[config.mk]
export PLATFORM = sky130hd
export DESIGN_NAME = hdlc_style_frame_builder_top
export DESIGN_NICKNAME = d
export VERILOG_FILES = /design/src/hdl/hsfb_pkg.sv /design/src/hdl/hdlc_style_frame_builder_top.sv /design/src/hdl/hsfb_regs.sv /design/src/hdl/hsfb_front.sv /design/src/hdl/hsfb_fifo.sv /design/src/hdl/hsfb_back.sv
export SDC_FILE = /design/constraint.sdc
export NUM_CORES = 1
export LEC_CHECK = 0
export BUFFER_PORTS_ARGS = -buffer_cell sky130_fd_sc_hd__buf_4
export CORE_MARGIN = 4
export CORE_UTILIZATION = 60
export CTS_CLUSTER_SIZE = 10
export DETAILED_ROUTE_END_ITERATION = 12
export PLACE_DENSITY = 0.85
export SLEW_MARGIN = 0
export SYNTH_ARGS = -nofsm -noshare
export SYNTH_HDL_FRONTEND = slang
export SYNTH_SLANG_ARGS = --single-unit
export TNS_END_PERCENT = 20
[constraint.sdc]
create_clock -name clk -period 5 [get_ports clk]
set_input_delay 0.25 -clock clk [delete_from_list [all_inputs] [get_ports clk]]
set_output_delay 0.25 -clock clk [all_outputs]
set_load 0.005 [all_outputs]
[src/hdl/hsfb_pkg.sv]
// Shared types, codes and helpers of the HDLC-style frame builder.
package hsfb_pkg;

  localparam int HSFB_QDEPTH = 4;

  typedef enum logic [1:0] {
    MODE_OPEN  = 2'd0,
    MODE_DATA  = 2'd1,
    MODE_CLOSE = 2'd2
  } mode_t;

  typedef enum logic [2:0] {
    REG_CMD_ADDR  = 3'd0,
    REG_RSP_ADDR  = 3'd1,
    REG_FLAG      = 3'd2,
    REG_ESC       = 3'd3,
    REG_ESC_FLAG  = 3'd4,
    REG_ESC_ESC   = 3'd5
  } reg_idx_t;

  typedef struct packed {
    logic [7:0] cmd_addr;
    logic [7:0] rsp_addr;
    logic [7:0] flag;
    logic [7:0] esc;
    logic [7:0] flag_code;
    logic [7:0] esc_esc;
  } cfg_t;

  // one queued job: up to four line bytes, sent from index 0 up
  typedef struct packed {
    logic [3:0][7:0] bytes;
    logic [2:0]      cnt;
    logic            fend;
  } job_t;

  typedef struct packed {
    logic [7:0] b0;
    logic [7:0] b1;
    logic       two;
  } stuffed_t;

  function automatic stuffed_t stuff(input logic [7:0] b, input cfg_t c);
    stuffed_t s;
    s.b0  = b;
    s.b1  = 8'h00;
    s.two = 1'b0;
    if (b == c.flag) begin
      s.b0  = c.esc;
      s.b1  = c.flag_code;
      s.two = 1'b1;
    end else if (b == c.esc) begin
      s.b0  = c.esc;
      s.b1  = c.esc_esc;
      s.two = 1'b1;
    end
    return s;
  endfunction

endpackage

[src/hdl/hdlc_style_frame_builder_top.sv]
// Top level of the HDLC-style frame builder with byte stuffing.
// Line bytes pass through the job queue, the current-job register and the output register.
// Throughput: one line byte per cycle while out_tready is high; a word produces 1 to 4
// line bytes, sent one at a time by the single-byte output serializer in the back end.
// Ignored words are accepted and produce nothing.
// Reset (rst_n low, synchronous) closes any frame, empties the queue, restores registers.
module hdlc_style_frame_builder_top #(
  parameter int QDEPTH = hsfb_pkg::HSFB_QDEPTH
) (
  input  logic        clk,
  input  logic        rst_n,
  input  logic        in_tvalid,
  output logic        in_tready,
  input  logic [15:0] in_tdata,   // [7:0] control_byte, [15:8] payload_byte
  input  logic [2:0]  in_tuser,   // [1:0] mode, [2] use_response_address
  output logic        out_tvalid,
  input  logic        out_tready,
  output logic [7:0]  out_tdata,  // [7:0] line_byte
  output logic        out_tlast,  // run_last
  output logic        out_tuser,  // [0] frame_last
  input  logic        cfg_psel,
  input  logic        cfg_penable,
  input  logic        cfg_pwrite,
  input  logic [4:0]  cfg_paddr,
  input  logic [31:0] cfg_pwdata,
  output logic [31:0] cfg_prdata,
  output logic        cfg_pready
);
  import hsfb_pkg::*;

  cfg_t cfg;
  job_t push_job, pop_job;
  logic q_push, q_full, q_pop, q_vld;

  hsfb_regs u_regs (
    .clk, .rst_n,
    .cfg_psel, .cfg_penable, .cfg_pwrite, .cfg_paddr, .cfg_pwdata,
    .cfg_prdata, .cfg_pready,
    .cfg
  );

  hsfb_front u_front (
    .clk, .rst_n, .cfg,
    .in_tvalid, .in_tready, .in_tdata, .in_tuser,
    .q_full, .q_push, .q_job(push_job)
  );

  hsfb_fifo #(.DEPTH(QDEPTH)) u_fifo (
    .clk, .rst_n,
    .push(q_push), .wr_job(push_job), .full(q_full),
    .pop(q_pop), .rd_job(pop_job), .not_empty(q_vld)
  );

  hsfb_back u_back (
    .clk, .rst_n,
    .q_vld, .q_job(pop_job), .q_pop,
    .out_tvalid, .out_tready, .out_tdata, .out_tlast, .out_tuser
  );

endmodule

[src/hdl/hsfb_regs.sv]
// APB configuration registers of the frame builder.
module hsfb_regs (
  input  logic              clk,
  input  logic              rst_n,
  input  logic              cfg_psel,
  input  logic              cfg_penable,
  input  logic              cfg_pwrite,
  input  logic [4:0]        cfg_paddr,
  input  logic [31:0]       cfg_pwdata,
  output logic [31:0]       cfg_prdata,
  output logic              cfg_pready,
  output hsfb_pkg::cfg_t    cfg
);
  import hsfb_pkg::*;

  cfg_t     cfg_r;
  reg_idx_t idx;
  logic     wr;
  logic [7:0] rd_byte;

  assign idx        = reg_idx_t'(cfg_paddr[4:2]);
  assign wr         = cfg_psel && cfg_penable && cfg_pwrite;
  assign cfg_pready = 1'b1;
  assign cfg        = cfg_r;

  always_ff @(posedge clk) begin
    if (!rst_n) begin
      cfg_r.cmd_addr  <= 8'd3;
      cfg_r.rsp_addr  <= 8'd1;
      cfg_r.flag      <= 8'd126;
      cfg_r.esc       <= 8'd125;
      cfg_r.flag_code <= 8'd94;
      cfg_r.esc_esc   <= 8'd93;
    end else if (wr) begin
      case (idx)
        REG_CMD_ADDR: cfg_r.cmd_addr  <= cfg_pwdata[7:0];
        REG_RSP_ADDR: cfg_r.rsp_addr  <= cfg_pwdata[7:0];
        REG_FLAG:     cfg_r.flag      <= cfg_pwdata[7:0];
        REG_ESC:      cfg_r.esc       <= cfg_pwdata[7:0];
        REG_ESC_FLAG: cfg_r.flag_code <= cfg_pwdata[7:0];
        REG_ESC_ESC:  cfg_r.esc_esc   <= cfg_pwdata[7:0];
        default: ;
      endcase
    end
  end

  always_comb begin
    case (idx)
      REG_CMD_ADDR: rd_byte = cfg_r.cmd_addr;
      REG_RSP_ADDR: rd_byte = cfg_r.rsp_addr;
      REG_FLAG:     rd_byte = cfg_r.flag;
      REG_ESC:      rd_byte = cfg_r.esc;
      REG_ESC_FLAG: rd_byte = cfg_r.flag_code;
      REG_ESC_ESC:  rd_byte = cfg_r.esc_esc;
      default:      rd_byte = 8'h00;
    endcase
  end

  assign cfg_prdata = {24'h000000, rd_byte};

endmodule

[src/hdl/hsfb_front.sv]
// Front end: accepts words, tracks frame state and builds byte jobs.
module hsfb_front (
  input  logic              clk,
  input  logic              rst_n,
  input  hsfb_pkg::cfg_t    cfg,
  input  logic              in_tvalid,
  output logic              in_tready,
  input  logic [15:0]       in_tdata,
  input  logic [2:0]        in_tuser,
  input  logic              q_full,
  output logic              q_push,
  output hsfb_pkg::job_t    q_job
);
  import hsfb_pkg::*;

  logic       open_r, open_nxt;
  logic       seen_r, seen_nxt;
  logic [7:0] par_r, par_nxt;

  mode_t      mode;
  logic [7:0] ctrl, data, addr;
  logic       acc, emit;
  stuffed_t   s_data, s_par;

  assign mode = mode_t'(in_tuser[1:0]);
  assign ctrl = in_tdata[7:0];
  assign data = in_tdata[15:8];
  assign addr = in_tuser[2] ? cfg.rsp_addr : cfg.cmd_addr;

  assign in_tready = !q_full;
  assign acc       = in_tvalid && in_tready;
  assign s_data    = stuff(data, cfg);
  assign s_par     = stuff(par_r, cfg);

  always_comb begin
    open_nxt   = open_r;
    seen_nxt   = seen_r;
    par_nxt    = par_r;
    emit       = 1'b0;
    q_job      = '0;
    case (mode)
      MODE_OPEN: begin
        emit        = 1'b1;
        q_job.bytes = {addr ^ ctrl, ctrl, addr, cfg.flag};
        q_job.cnt   = 3'd4;
        open_nxt    = 1'b1;
        seen_nxt    = 1'b0;
        par_nxt     = 8'h00;
      end
      MODE_DATA: begin
        if (open_r) begin
          emit        = 1'b1;
          q_job.bytes = {16'h0000, s_data.b1, s_data.b0};
          q_job.cnt   = s_data.two ? 3'd2 : 3'd1;
          seen_nxt    = 1'b1;
          par_nxt     = par_r ^ data;
        end
      end
      MODE_CLOSE: begin
        if (open_r) begin
          emit       = 1'b1;
          q_job.fend = 1'b1;
          if (!seen_r) begin
            q_job.bytes = {24'h000000, cfg.flag};
            q_job.cnt   = 3'd1;
          end else if (s_par.two) begin
            q_job.bytes = {8'h00, cfg.flag, s_par.b1, s_par.b0};
            q_job.cnt   = 3'd3;
          end else begin
            q_job.bytes = {16'h0000, cfg.flag, s_par.b0};
            q_job.cnt   = 3'd2;
          end
          open_nxt = 1'b0;
          seen_nxt = 1'b0;
          par_nxt  = 8'h00;
        end
      end
      default: ;
    endcase
  end

  assign q_push = acc && emit;

  always_ff @(posedge clk) begin
    if (!rst_n) begin
      open_r <= 1'b0;
      seen_r <= 1'b0;
      par_r  <= 8'h00;
    end else if (acc) begin
      open_r <= open_nxt;
      seen_r <= seen_nxt;
      par_r  <= par_nxt;
    end
  end

endmodule

[src/hdl/hsfb_fifo.sv]
// Small job queue between front and back end.
module hsfb_fifo #(
  parameter int DEPTH = hsfb_pkg::HSFB_QDEPTH
) (
  input  logic              clk,
  input  logic              rst_n,
  input  logic              push,
  input  hsfb_pkg::job_t    wr_job,
  output logic              full,
  input  logic              pop,
  output hsfb_pkg::job_t    rd_job,
  output logic              not_empty
);
  import hsfb_pkg::*;

  localparam int PW = (DEPTH > 1) ? $clog2(DEPTH) : 1;
  localparam int CW = $clog2(DEPTH + 1);
  localparam logic [PW-1:0] LAST = PW'(DEPTH - 1);
  localparam logic [CW-1:0] FULLC = CW'(DEPTH);

  job_t          mem_r [DEPTH];
  logic [PW-1:0] wp_r, rp_r;
  logic [CW-1:0] cnt_r;
  logic          do_push, do_pop;

  assign full      = (cnt_r == FULLC);
  assign not_empty = (cnt_r != '0);
  assign do_push   = push && !full;
  assign do_pop    = pop && not_empty;
  assign rd_job    = mem_r[rp_r];

  always_ff @(posedge clk) begin
    if (do_push) mem_r[wp_r] <= wr_job;
  end

  always_ff @(posedge clk) begin
    if (!rst_n) begin
      wp_r  <= '0;
      rp_r  <= '0;
      cnt_r <= '0;
    end else begin
      if (do_push) wp_r <= (wp_r == LAST) ? '0 : wp_r + 1'b1;
      if (do_pop)  rp_r <= (rp_r == LAST) ? '0 : rp_r + 1'b1;
      case ({do_push, do_pop})
        2'b10:   cnt_r <= cnt_r + 1'b1;
        2'b01:   cnt_r <= cnt_r - 1'b1;
        default: ;
      endcase
    end
  end

endmodule

[src/hdl/hsfb_back.sv]
// Back end: serializes queued jobs into one line byte per cycle when out_tready does not stall it.
module hsfb_back (
  input  logic              clk,
  input  logic              rst_n,
  input  logic              q_vld,
  input  hsfb_pkg::job_t    q_job,
  output logic              q_pop,
  output logic              out_tvalid,
  input  logic              out_tready,
  output logic [7:0]        out_tdata,
  output logic              out_tlast,
  output logic              out_tuser
);
  import hsfb_pkg::*;

  job_t       cur_r;
  logic       cur_vld_r;
  logic [1:0] idx_r;
  logic       out_vld_r;
  logic [7:0] out_byte_r;
  logic       out_last_r, out_fend_r;
  logic       adv, last_byte;

  assign adv       = cur_vld_r && (!out_vld_r || out_tready);
  assign last_byte = ({1'b0, idx_r} == (cur_r.cnt - 3'd1));
  assign q_pop     = q_vld && (!cur_vld_r || (adv && last_byte));

  always_ff @(posedge clk) begin
    if (!rst_n) begin
      cur_vld_r <= 1'b0;
      idx_r     <= 2'd0;
      out_vld_r <= 1'b0;
    end else begin
      if (q_pop) begin
        cur_vld_r <= 1'b1;
        idx_r     <= 2'd0;
      end else if (adv) begin
        if (last_byte) cur_vld_r <= 1'b0;
        else           idx_r     <= idx_r + 2'd1;
      end
      if (adv)             out_vld_r <= 1'b1;
      else if (out_tready) out_vld_r <= 1'b0;
    end
  end

  always_ff @(posedge clk) begin
    if (q_pop) cur_r <= q_job;
    if (adv) begin
      out_byte_r <= cur_r.bytes[idx_r];
      out_last_r <= last_byte;
      out_fend_r <= last_byte && cur_r.fend;
    end
  end

  assign out_tvalid = out_vld_r;
  assign out_tdata  = out_byte_r;
  assign out_tlast  = out_last_r;
  assign out_tuser  = out_fend_r;

endmodule

# --- Word level (Yosys, flattened, before mapping) ---
# Memory sizes are Yosys's and may differ from the RTL's. A register that Yosys moved wholly into a read port is not among the register bits.
# Index checks and enable logic that the tools add are counted.
totals:
  out_inout_bits: 45
  mem_bits_rw: 144
  mem_bits_ro: 0
  input_bits: 63
  ff_bits: 79
  elab_cells: 119
  latchBits: 0
  n_memories: 1
classes:
  mul: 0
  div_mod_pow: 0
  add_sub_neg: 6
  bitwise: 4
  n_shift: 0
  n_mux: 34
  reduce_logical: 36
  eq_ne: 19
  magnitude_cmp: 1
memory_table:
  columns: ["name", "words", "width", "read_ports", "rd_ports_with_merged_regs", "write_ports", "line_no", "source"]
  rows:
  - ["u_fifo.mem_r", 4, 36, 1, 1, 1, "hsfb_fifo.sv:21", "job_t mem_r [DEPTH];"]
op_table:
  columns: ["cell", "n"]
  rows:
  - ["$pmux 35 s3", 1]
  - ["$mux 17", 4]
  - ["$mux 27", 2]
  - ["$pmux 8 s6", 1]
  - ["$mux 36", 1]
  - ["$eq 8x8->1", 4]
  - ["$mux 8", 4]
  - ["$pmux 8 s3", 1]
  - ["$mux 19", 1]
  - ["$reduce_and 2->1", 9]
  - ["$bmux 8 s2", 1]
  - ["$xor 8x8->8", 2]
  - ["$mux 1", 11]
  - ["$logic_and 1x1->1", 10]
  - ["$reduce_bool 2->1", 5]
  - ["$eq 3x3->1 const B", 3]
  - ["$eq 2x2->1 const B", 4]
  - ["$add 2x1->2 const B", 3]
  - ["$eq 3x2->1 const B", 2]
  - ["$mux 2", 3]
  - ["$pmux 3 s2", 1]
  - ["$reduce_bool 3->1", 2]
  - ["$sub 3x1->3 const B", 2]
  - ["$eq 2x1->1 const B", 2]
  - ["other kinds (14)", 21]

# --- Longest topological paths before layout ---
# Gate-level depths: netlist of run 1.
depth:
  word_depth: 9
  mapped_depth: 12
  depth_no_buf: 12

# --- By module ---
# A second synthesis of run 1 with hierarchy kept.
hier_totals:
  cells_unflattened: 903
  area_unflattened_um2: 12150.4
modules_own_cells:
  columns: ["mod", "n_inst", "seq_area_each_um2", "cells_each", "area_each_um2"]
  rows:
  - ["hsfb_fifo", 1, 4504.3, 244, 5744.3]
  - ["hsfb_regs", 1, 960.9, 269, 2533.7]
  - ["hsfb_front", 1, 200.2, 303, 2053.2]
  - ["hsfb_back", 1, 1461.4, 87, 1819.2]

# --- Least setup slack after synthesis of run 1 ---
# OpenSTA, ideal clock, no wires.
synth_path:
  path_type: "reg-to-reg"
  from: "reg u_back.cur_r[1] (netlist name)"
  to: "reg u_fifo.cnt_r[2]"
  period_less_slack_ps: 3645
  n_path_buf: 0
  path_slack_ps: 1355
  setup_ps: 70
  t_required_ps: 4930
  arrival_ps: 3574
  path_stages_with_launch: 13
  path_cell_list: "edfxtp_1 > inv_1 > ha_1 > xnor2_1 > nor3_2 > nand2_1 > a21oi_2 > ha_1 > inv_1 > fa_1 > xor2_1 > or3_1 > a21oi_1"
synth_via:
  elab_chain_cells: 8
  word_cells_on_any_way: 10
  cone_classes: "add/sub: 1; eq/ne: 3; mux: 1; reduce/logical: 5"
synth_lines:
  columns: ["element", "line_no", "source"]
  rows:
  - ["$sub 3x1->3 *", "hsfb_back.sv:25", "assign last_byte = ({1'b0, idx_r} == (cur_r.cnt - 3'd1));"]
  - ["$eq 2x3->1 *", "hsfb_back.sv:25", null]
  - ["via u_back.last_byte", "hsfb_back.sv:22", "logic adv, last_byte;"]
  - ["$logic_and 1x1->1 *", "hsfb_back.sv:26", "assign q_pop = q_vld && (!cur_vld_r || (adv && last_byte));"]
  - ["$logic_or 1x1->1 *", "hsfb_back.sv:26", null]
  - ["$logic_and 1x1->1 *", "hsfb_back.sv:26", null]
  - ["via q_pop", "hdlc_style_frame_builder_top.sv:33", "logic q_push, q_full, q_pop, q_vld;"]
  - ["$logic_and 1x1->1 *", "hsfb_fifo.sv:29", "assign do_pop = pop && not_empty;"]
  - ["$eq 2x1->1 or $eq 2x2->1 (tied branches)", "hsfb_fifo.sv:44", "case ({do_push, do_pop})"]
  - ["$pmux 3 s2 or $reduce_bool 2->1 (tied branches)", null, null]
  - ["to (signal assigned)", "hsfb_fifo.sv:45", "2'b10: cnt_r <= cnt_r + 1'b1;"]
  - ["to (signal assigned)", "hsfb_fifo.sv:46", "2'b01: cnt_r <= cnt_r - 1'b1;"]
  - ["to (decl)", "hsfb_fifo.sv:23", "logic [CW-1:0] cnt_r;"]
# Mark *: on every way through the listed nets, which the timed path passes. The rest lies on a longest branch.
# A chain may end at the register's enable or synchronous reset.

# --- Final worst setup path of run 1 ---
layout_path:
  from: "reg u_back.idx_r[0]"
  to: "reg u_fifo.cnt_r[2]"
layout_via:
  elab_chain_cells: 7
  word_cells_on_any_way: 9
  cone_classes: "eq/ne: 3; mux: 1; reduce/logical: 5"
layout_lines:
  columns: ["element", "line_no", "source"]
  rows:
  - ["from (decl)", "hsfb_back.sv:18", "logic [1:0] idx_r;"]
  - ["from (signal assigned)", "hsfb_back.sv:39", "else idx_r <= idx_r + 2'd1;"]
  - ["$eq 2x3->1 *", "hsfb_back.sv:25", null]
  - ["via u_back.last_byte", "hsfb_back.sv:22", null]
  - ["$logic_and 1x1->1 *", "hsfb_back.sv:26", null]
  - ["$logic_or 1x1->1 *", "hsfb_back.sv:26", null]
  - ["$logic_and 1x1->1 *", "hsfb_back.sv:26", null]
  - ["via q_pop", "hdlc_style_frame_builder_top.sv:33", null]
  - ["$logic_and 1x1->1 *", "hsfb_fifo.sv:29", null]
  - ["$eq 2x1->1 or $eq 2x2->1 (tied branches)", "hsfb_fifo.sv:44", null]
  - ["$pmux 3 s2 or $reduce_bool 2->1 (tied branches)", null, null]
# Marked as above.

==> results of run 1 <==
[per-stage QoR]
stage	hold slack (ns)	power, mW	cell area, um2
CTS	0.01668	5.629	13190
floorplan	0.3582	3.433	11840
finish	0.03110	5.584	13190
global route	0.03750	5.824	13190
global placement	0.4745	3.680	12270
detailed placement	0.4841	3.748	12270
[how the worst max path moves through the flow]
stage	start	end	slack (ns)
after floorplan	u_back.cur_r[1]$_DFFE_PP_	u_fifo.cnt_r[2]$_SDFFE_PN0P_	1.36
after global placement	u_back.idx_r[0]$_SDFFE_PP0P_	u_fifo.cnt_r[2]$_SDFFE_PN0P_	2.06
after detailed placement	u_back.idx_r[0]$_SDFFE_PP0P_	u_fifo.cnt_r[2]$_SDFFE_PN0P_	1.84
after CTS	u_back.idx_r[0]$_SDFFE_PP0P_	u_fifo.cnt_r[2]$_SDFFE_PN0P_	1.72
after global routing	u_back.idx_r[0]$_SDFFE_PP0P_	u_fifo.cnt_r[2]$_SDFFE_PN0P_	1.60
final	u_back.idx_r[0]$_SDFFE_PP0P_	u_fifo.cnt_r[2]$_SDFFE_PN0P_	1.84
[Yosys cell counts, types with 9 or more instances]
| cell | n | share of area |
|---|---|---|
| inv_1 | 16 | 0.0051 |
| mux2i_1 | 71 | 0.060 |
| o21ai_0 | 15 | 0.0064 |
| and2_1 | 9 | 0.0048 |
| a21oi_1 | 24 | 0.010 |
| nand2_1 | 40 | 0.013 |
| a22oi_1 | 13 | 0.0083 |
| ha_1 | 13 | 0.014 |
| buf_4 | 25 | 0.016 |
| o21ai_1 | 14 | 0.0060 |
| mux4_2 | 48 | 0.092 |
| buf_2 | 20 | 0.0085 |
| o22ai_1 | 10 | 0.0053 |
| a31oi_1 | 10 | 0.0053 |
| xor2_1 | 40 | 0.030 |
| nand3_1 | 11 | 0.0047 |
| edfxtp_1 | 190 | 0.49 |
| nor2b_1 | 10 | 0.0053 |
| nor2_1 | 65 | 0.021 |
| dfxtp_1 | 69 | 0.12 |
| clkbuf_1 | 28 | 0.0089 |
[cell type report]
class	instances	area, um2	area share
timing repair buffer	76	593.1	0.04497
clock buffer	52	812.0	0.06157
clock inverter	1	20.02	0.001518
tap	260	325.3	0.02467
inverter	20	75.07	0.005692
sequential	259	7088	0.5374
multi-input combinational	511	4275	0.3242
[cell families (layout without fill, tap and decap cells)]
family | Yosys count | after routing | share of synthesized area
flops | 259 | 259 | 0.6031
simple gates | 177 | 177 | 0.07666
mux | 130 | 130 | 0.1630
compound gates | 121 | 121 | 0.06719
buf+inv | 95 | 149 | 0.04110
xor+xnor | 44 | 44 | 0.03279
fa+ha+maj | 14 | 14 | 0.01555
other cells | 2 | 25 | 0.0006391
[per-layer routing]
metal / wire, um / vias up
met2: 13080 / 441
met3: 2282 / 55
li1: - / 3245
met4: 684 / 0
met1: 10520 / 3533
met5: 0 / -
[cells in the final DEF (no fill, tap or decap), types with 23 or more instances in the layout]
cell type	count
edfxtp_1	190
conb_1	25
mux4_2	48
dfxtp_1	68
clkbuf_16	29
buf_4	67
xor2_1	40
nor2_1	65
clkbuf_1	23
a21oi_1	24
nand2_1	40
mux2i_1	71
[sequential cells by signal, summed over array words and instances, names as in the netlist]
register and flops:
u_back.out_tuser 1, u_back.out_tdata 8, u_back.out_tlast 1, u_regs.cfg 48, u_fifo.mem_r 144, u_fifo.cnt_r 3, u_front.par_r 8, u_back.out_tvalid 1
u_fifo.wp_r 2, u_front.open_r 1, u_fifo.rp_r 2, u_back.cur_vld_r 1, u_back.cur_r 36, u_back.idx_r 2, u_front.seen_r 1
[critical path, delay by kind of cell, from the launching register on]
| family | cells | cell delay (ns) |
|---|---|---|
| fa+ha+maj | 2 | 0.61 |
| buf+inv | 1 | 0.07 |
| flops | 1 | 0.84 |
| simple gates | 3 | 0.81 |
| compound gates | 2 | 0.36 |
| xor+xnor | 2 | 0.40 |
[where the power goes]
group	switching, mW	internal, mW
combinational	0.515	0.431
sequential	0.122	2.64
clock	0.787	1.09
==> out/metrics.yaml, run 1 <==
sta:
  fmax_ghz: 0.3162
  layout_setup_ws_ns: 1.837
  finalCriticalPeriod_ns: 3.163
  setup_viol_count_final: 0
  rsz0062_at_grt: "false"
  skew_ns: 0.01769
  slew_viol_final: 0
  max_slew_margin: 0.3356
  hold_viol_final: 0
  timing.setup.tns_ns: 0
  worstMarginPinSlew_ns: 0.9941
  fin_crit_sh: 0.6326
cts:
  cts-root-buf: "clkbuf_16"
  cts_tree: "done"
  cts_buffer_depth: 3
  worstSkewPairLatency_ns: 0.55
  cts_buffers: 29
  ctsResizeCount: 0
  clk_pin_slew_ns: 0.06
  cts_hold_buf: 9
  postCtsSetupRepairBufs: 0
  cts_max_level: 1
  cts.sinks: 259
grt:
  grt_antenna_before_repair: 0
  overflow: 0
  grt_pass1_wl_mm: 41.99
  grt_util_met3: 0.03219
  grt_busiest_layer: "met2"
  grt_max_degree: 43
  use_met2: 0.4111
  grtUsageTotal: 0.2459
  grt_pass1_vias: 7317
  grt_use_met1: 0.3400
worst_setup_path:
  startpoint_type: "flop"
  cp_slowest_cell: "dfxtp_1"
  timing.rr.end: "u_fifo.cnt_r[2]$_SDFFE_PN0P_"
  critPathMaxFanout: 11
  worstPathArrival_ns: 3.61
  path_class: "reg -> reg"
  end_kind: "flop"
  reg2reg_from: "u_back.idx_r[0]$_SDFFE_PP0P_"
  max_stage_delay_ns: 0.84
  rrSetupSlack_ns: 1.84
  worstPathCellList: "xnor2_1, nor3_2, nand2_1, a21oi_4, ha_1, inv_1, fa_1, xor2_1, or3_1, a21oi_1"
  worstPathRequired_ns: 5.45
  rr_worst_depth: 10
drt:
  via_count: 7274
  viasPerCell: 6.170
  drt_iter0_markers: 921
  ant_nets: 0
  routedWlPerCell_um: 22.53
  wl_mm: 26.57
  route.detailed.drc: 0
  firstDrtPassIters: 7
worst_hold_path:
  holdPathEnd: "u_front.par_r[0]$_SDFFE_PN0P_"
  hold_class: "in -> reg"
  min-delay-start: "in_tdata[8]"
  min_delay_path_depth: 3
power_and_ir_drop:
  p_leak_nw: 4.615
  ir_drop_mv: 0.2664
  power.density_mw_per_mm2: 423.4
final_layout:
  finalCoreUtilization: 0.6958
  area_delta_synth_final_pct: 12.23
  fillers: 1231
  drive_above_1_share: 0.1861
  nNetsFinal: 974
  stdcell_count: 1179
  antenna_cells: 0
place:
  hpwl_mm: 17.05
  portBuffers: 56
  gp_congestion: 0.9041
  place_inst: 1117
  preCtsSetupSlack_ns: 1.843
synthesis:
  async_reset_ff_frac: 0
  ys_seq_area_frac: 0.6031
  syn_area_mm2: 0.01175
  synth-edff-count: 190
  synth_seq_cells: 259
  yosys_warnings: 0
  netlist_instances: 842
  synthFlopType: "edfxtp_1"
  yosysUniqueCellTypes: 56
  avgSynthCellArea_um2: 13.96
die:
  rows: 50
  fp.dieW_um: 148.0
  core_mm2: 0.01896
  die_area_mm2: 0.02189
  ios: 108
  die_y_um: 148.0
  initial_core_util: 0.6199
flow_run:
  maxCapViolations: 0
status:
  outcome: "complete, no violations"
Power figures use the tool's default switching activity.
==> run 2: changes to the inputs <==
--- a/config.mk
+++ b/config.mk
@@ -5,6 +5,7 @@
 export SDC_FILE = /design/constraint.sdc
 export NUM_CORES = 1
 export LEC_CHECK = 0
+export ABC_AREA = 1
 export BUFFER_PORTS_ARGS = -buffer_cell sky130_fd_sc_hd__buf_4
 export CORE_MARGIN = 4
 export CORE_UTILIZATION = 60
==> constraint.sdc (replaced) <==
create_clock -name clk -period 3.3 [get_ports clk]
set_input_delay 0.165 -clock clk [delete_from_list [all_inputs] [get_ports clk]]
set_output_delay 0.165 -clock clk [all_outputs]
set_load 0.005 [all_outputs]
==> out/metrics.yaml, run 2 <==
sta:
  fmax_ghz: 0.3456
  timing.setup.tns_ns: 0
  skew_ns: 0.01199
  rsz0062_at_grt: "false"
  layout_setup_ws_ns: 0.4064
  fin_crit_sh: 0.8768
  hold_viol_final: 0
  worstMarginPinSlew_ns: 1.160
  finalCriticalPeriod_ns: 2.894
  max_slew_margin: 0.2269
  slew_viol_final: 0
  holdWs_ns: 0.02805
  setup_viol_count_final: 0
worst_hold_path:
  min-delay-start: "in_tuser[1]"
  hold_class: "in -> reg"
  min_delay_path_depth: 3
  holdPathEnd: "u_front.open_r$_SDFFE_PN0P_"
worst_setup_path:
  path_class: "reg -> reg"
  timing.rr.end: "u_fifo.cnt_r[2]$_SDFFE_PN0P_"
  startpoint_type: "flop"
  critPathMaxFanout: 6
  reg2reg_from: "u_back.cur_r[1]$_DFFE_PP_"
  rr_worst_depth: 14
  end_kind: "flop"
  worstPathRequired_ns: 3.74
  worstPathArrival_ns: 3.33
  rrSetupSlack_ns: 0.41
synthesis:
  avgSynthCellArea_um2: 9.321
  ys_seq_area_frac: 0.5848
  netlist_instances: 1300
  yosys_warnings: 0
  syn_area_mm2: 0.01212
  synth_commonest_cells: "nand2_1, edfxtp_1, nor2_1"
  yosysTopAreaCellShare: 0.4708
  yosysTopAreaCell: "edfxtp_1"
  async_reset_ff_frac: 0
  synth_seq_cells: 259
  synth_most_common_cell: "nand2_1"
  yosysUniqueCellTypes: 43
  synthFlopType: "edfxtp_1"
  synth_area_leaders: "edfxtp_1, dfxtp_1, nand2_1"
  synth-edff-count: 190
cts:
  postCtsSetupRepairBufs: 0
  worstSkewPairLatency_ns: 0.56
  cts_hold_buf: 18
  cts.sinks: 259
  clk_pin_slew_ns: 0.05
  cts_buffer_depth: 3
  cts_max_level: 1
  cts-root-buf: "clkbuf_16"
  cts_buffers: 30
  cts_tree: "done"
  ctsResizeCount: 0
place:
  hpwl_mm: 20.54
  place_inst: 1577
  portBuffers: 56
  placed_area_mm2: 0.01268
  preCtsSetupSlack_ns: 0.4405
  gp_congestion: 0.9703
final_layout:
  fin_area_mm2: 0.01378
  stdcell_count: 1650
  final_cell_mix: "nand2_1, edfxtp_1, nor2_1"
  top_register: "u_fifo.mem_r"
  largest_reg_flops: 144
  nNetsFinal: 1439
  final_common_cell: "nand2_1"
  antenna_cells: 0
  area_delta_synth_final_pct: 13.68
  drive_above_1_share: 0.1069
power_and_ir_drop:
  ir_drop_mv: 0.5016
  switching_share: 0.2897
  combPwrFrac: 0.197
  internal-power_mw: 6.468
  clkPwrFrac: 0.337
  power.density_mw_per_mm2: 661.0
  p_leak_nw: 5.537
  pwr-share-seq: 0.467
  switchingPower_mw: 2.638
grt:
  grtUsageTotal: 0.2738
  grt_max_degree: 75
  grt_pass1_wl_mm: 48.04
  grt_pass1_vias: 9114
  grt_antenna_before_repair: 0
  overflow: 0
drt:
  drt_iter0_markers: 880
  firstDrtPassIters: 5
  viasPerCell: 5.865
  route.detailed.drc: 0
  ant_nets: 0
  via_count: 9677
  routedWlPerCell_um: 18.77
  wl_mm: 30.97
die:
  die_area_mm2: 0.02253
  core_mm2: 0.01965
  fp.dieW_um: 150.1
  initial_core_util: 0.6166
  die_y_um: 150.1
  rows: 51
  ios: 108
status:
  outcome: "complete, no violations"
flow_run:
  maxCapViolations: 0
-- run 2: logic make-up after synthesis --
group,after synthesis,synth area share
compound gates,314,0.1424
xor+xnor,25,0.01993
fa+ha+maj,14,0.01508
buf+inv,197,0.07176
flops,259,0.5848
mux,1,0.0008261
other cells,2,0.0006197
simple gates,488,0.1646
-- run 2: worst max path at each step --
stage                     slack [ns]                           end                       from
after detailed placement        0.44  u_fifo.cnt_r[2]$_SDFFE_PN0P_  u_back.cur_r[1]$_DFFE_PP_
after CTS                       0.39  u_fifo.cnt_r[2]$_SDFFE_PN0P_  u_back.cur_r[1]$_DFFE_PP_
after global routing             0.1  u_fifo.cnt_r[2]$_SDFFE_PN0P_  u_back.cur_r[1]$_DFFE_PP_
final                           0.41  u_fifo.cnt_r[2]$_SDFFE_PN0P_  u_back.cur_r[1]$_DFFE_PP_
after global placement          0.53  u_fifo.cnt_r[2]$_SDFFE_PN0P_  u_back.cur_r[1]$_DFFE_PP_
after floorplan                 0.04  u_fifo.cnt_r[2]$_SDFFE_PN0P_  u_back.cur_r[1]$_DFFE_PP_
-- run 2: cell type report --
class                           count  area [um2]
Sequential cell                   259        7088
Fill cell                        1479        5878
Multi-Input combinational cell    867        4278
Clock buffer                       53       857.1
Timing Repair Buffer               90       733.2
Inverter                          114       427.9
Tap cell                          265       331.6
Clock inverter                      2       60.06
-- run 2: layer usage --
layer	global-route usage	up-vias	share of wire
met5	0	-	0
met4	0.1336	0	0.053
met3	0.03943	107	0.087
met2	0.4582	543	0.48
met1	0.3521	4518	0.38
li1	-	4509	-
-- run 2: through the flow --
step                  util  total power, mW
floorplan                -            5.401
detailed placement  0.6451            6.071
global route        0.7009            9.505
finish              0.7009            9.105
CTS                 0.7009            9.124
global placement    0.6451            5.988
-- run 2: worst max-delay path, cell delays in order (launching register included) --
cell and delay, ns:
edfxtp_1 0.41, inv_1 0.09, ha_1 0.23, xor2_1 0.13, nand3_1 0.24, o21ai_0 0.27
nand2_1 0.18, inv_1 0.12, ha_1 0.15, inv_1 0.07, fa_1 0.38, a21oi_1 0.14
o21ai_0 0.12, o21ai_0 0.17, a21oi_1 0.06
-- run 2: power by group through the flow --
stage	clock network [mW]	registers, mW	logic (mW)
after floorplan	0	4.23	1.17
after global placement	0	4.31	1.68
after detailed placement	0	4.32	1.75
after CTS	3.08	4.25	1.79
after global routing	3.23	4.28	2.00
final	3.07	4.25	1.79
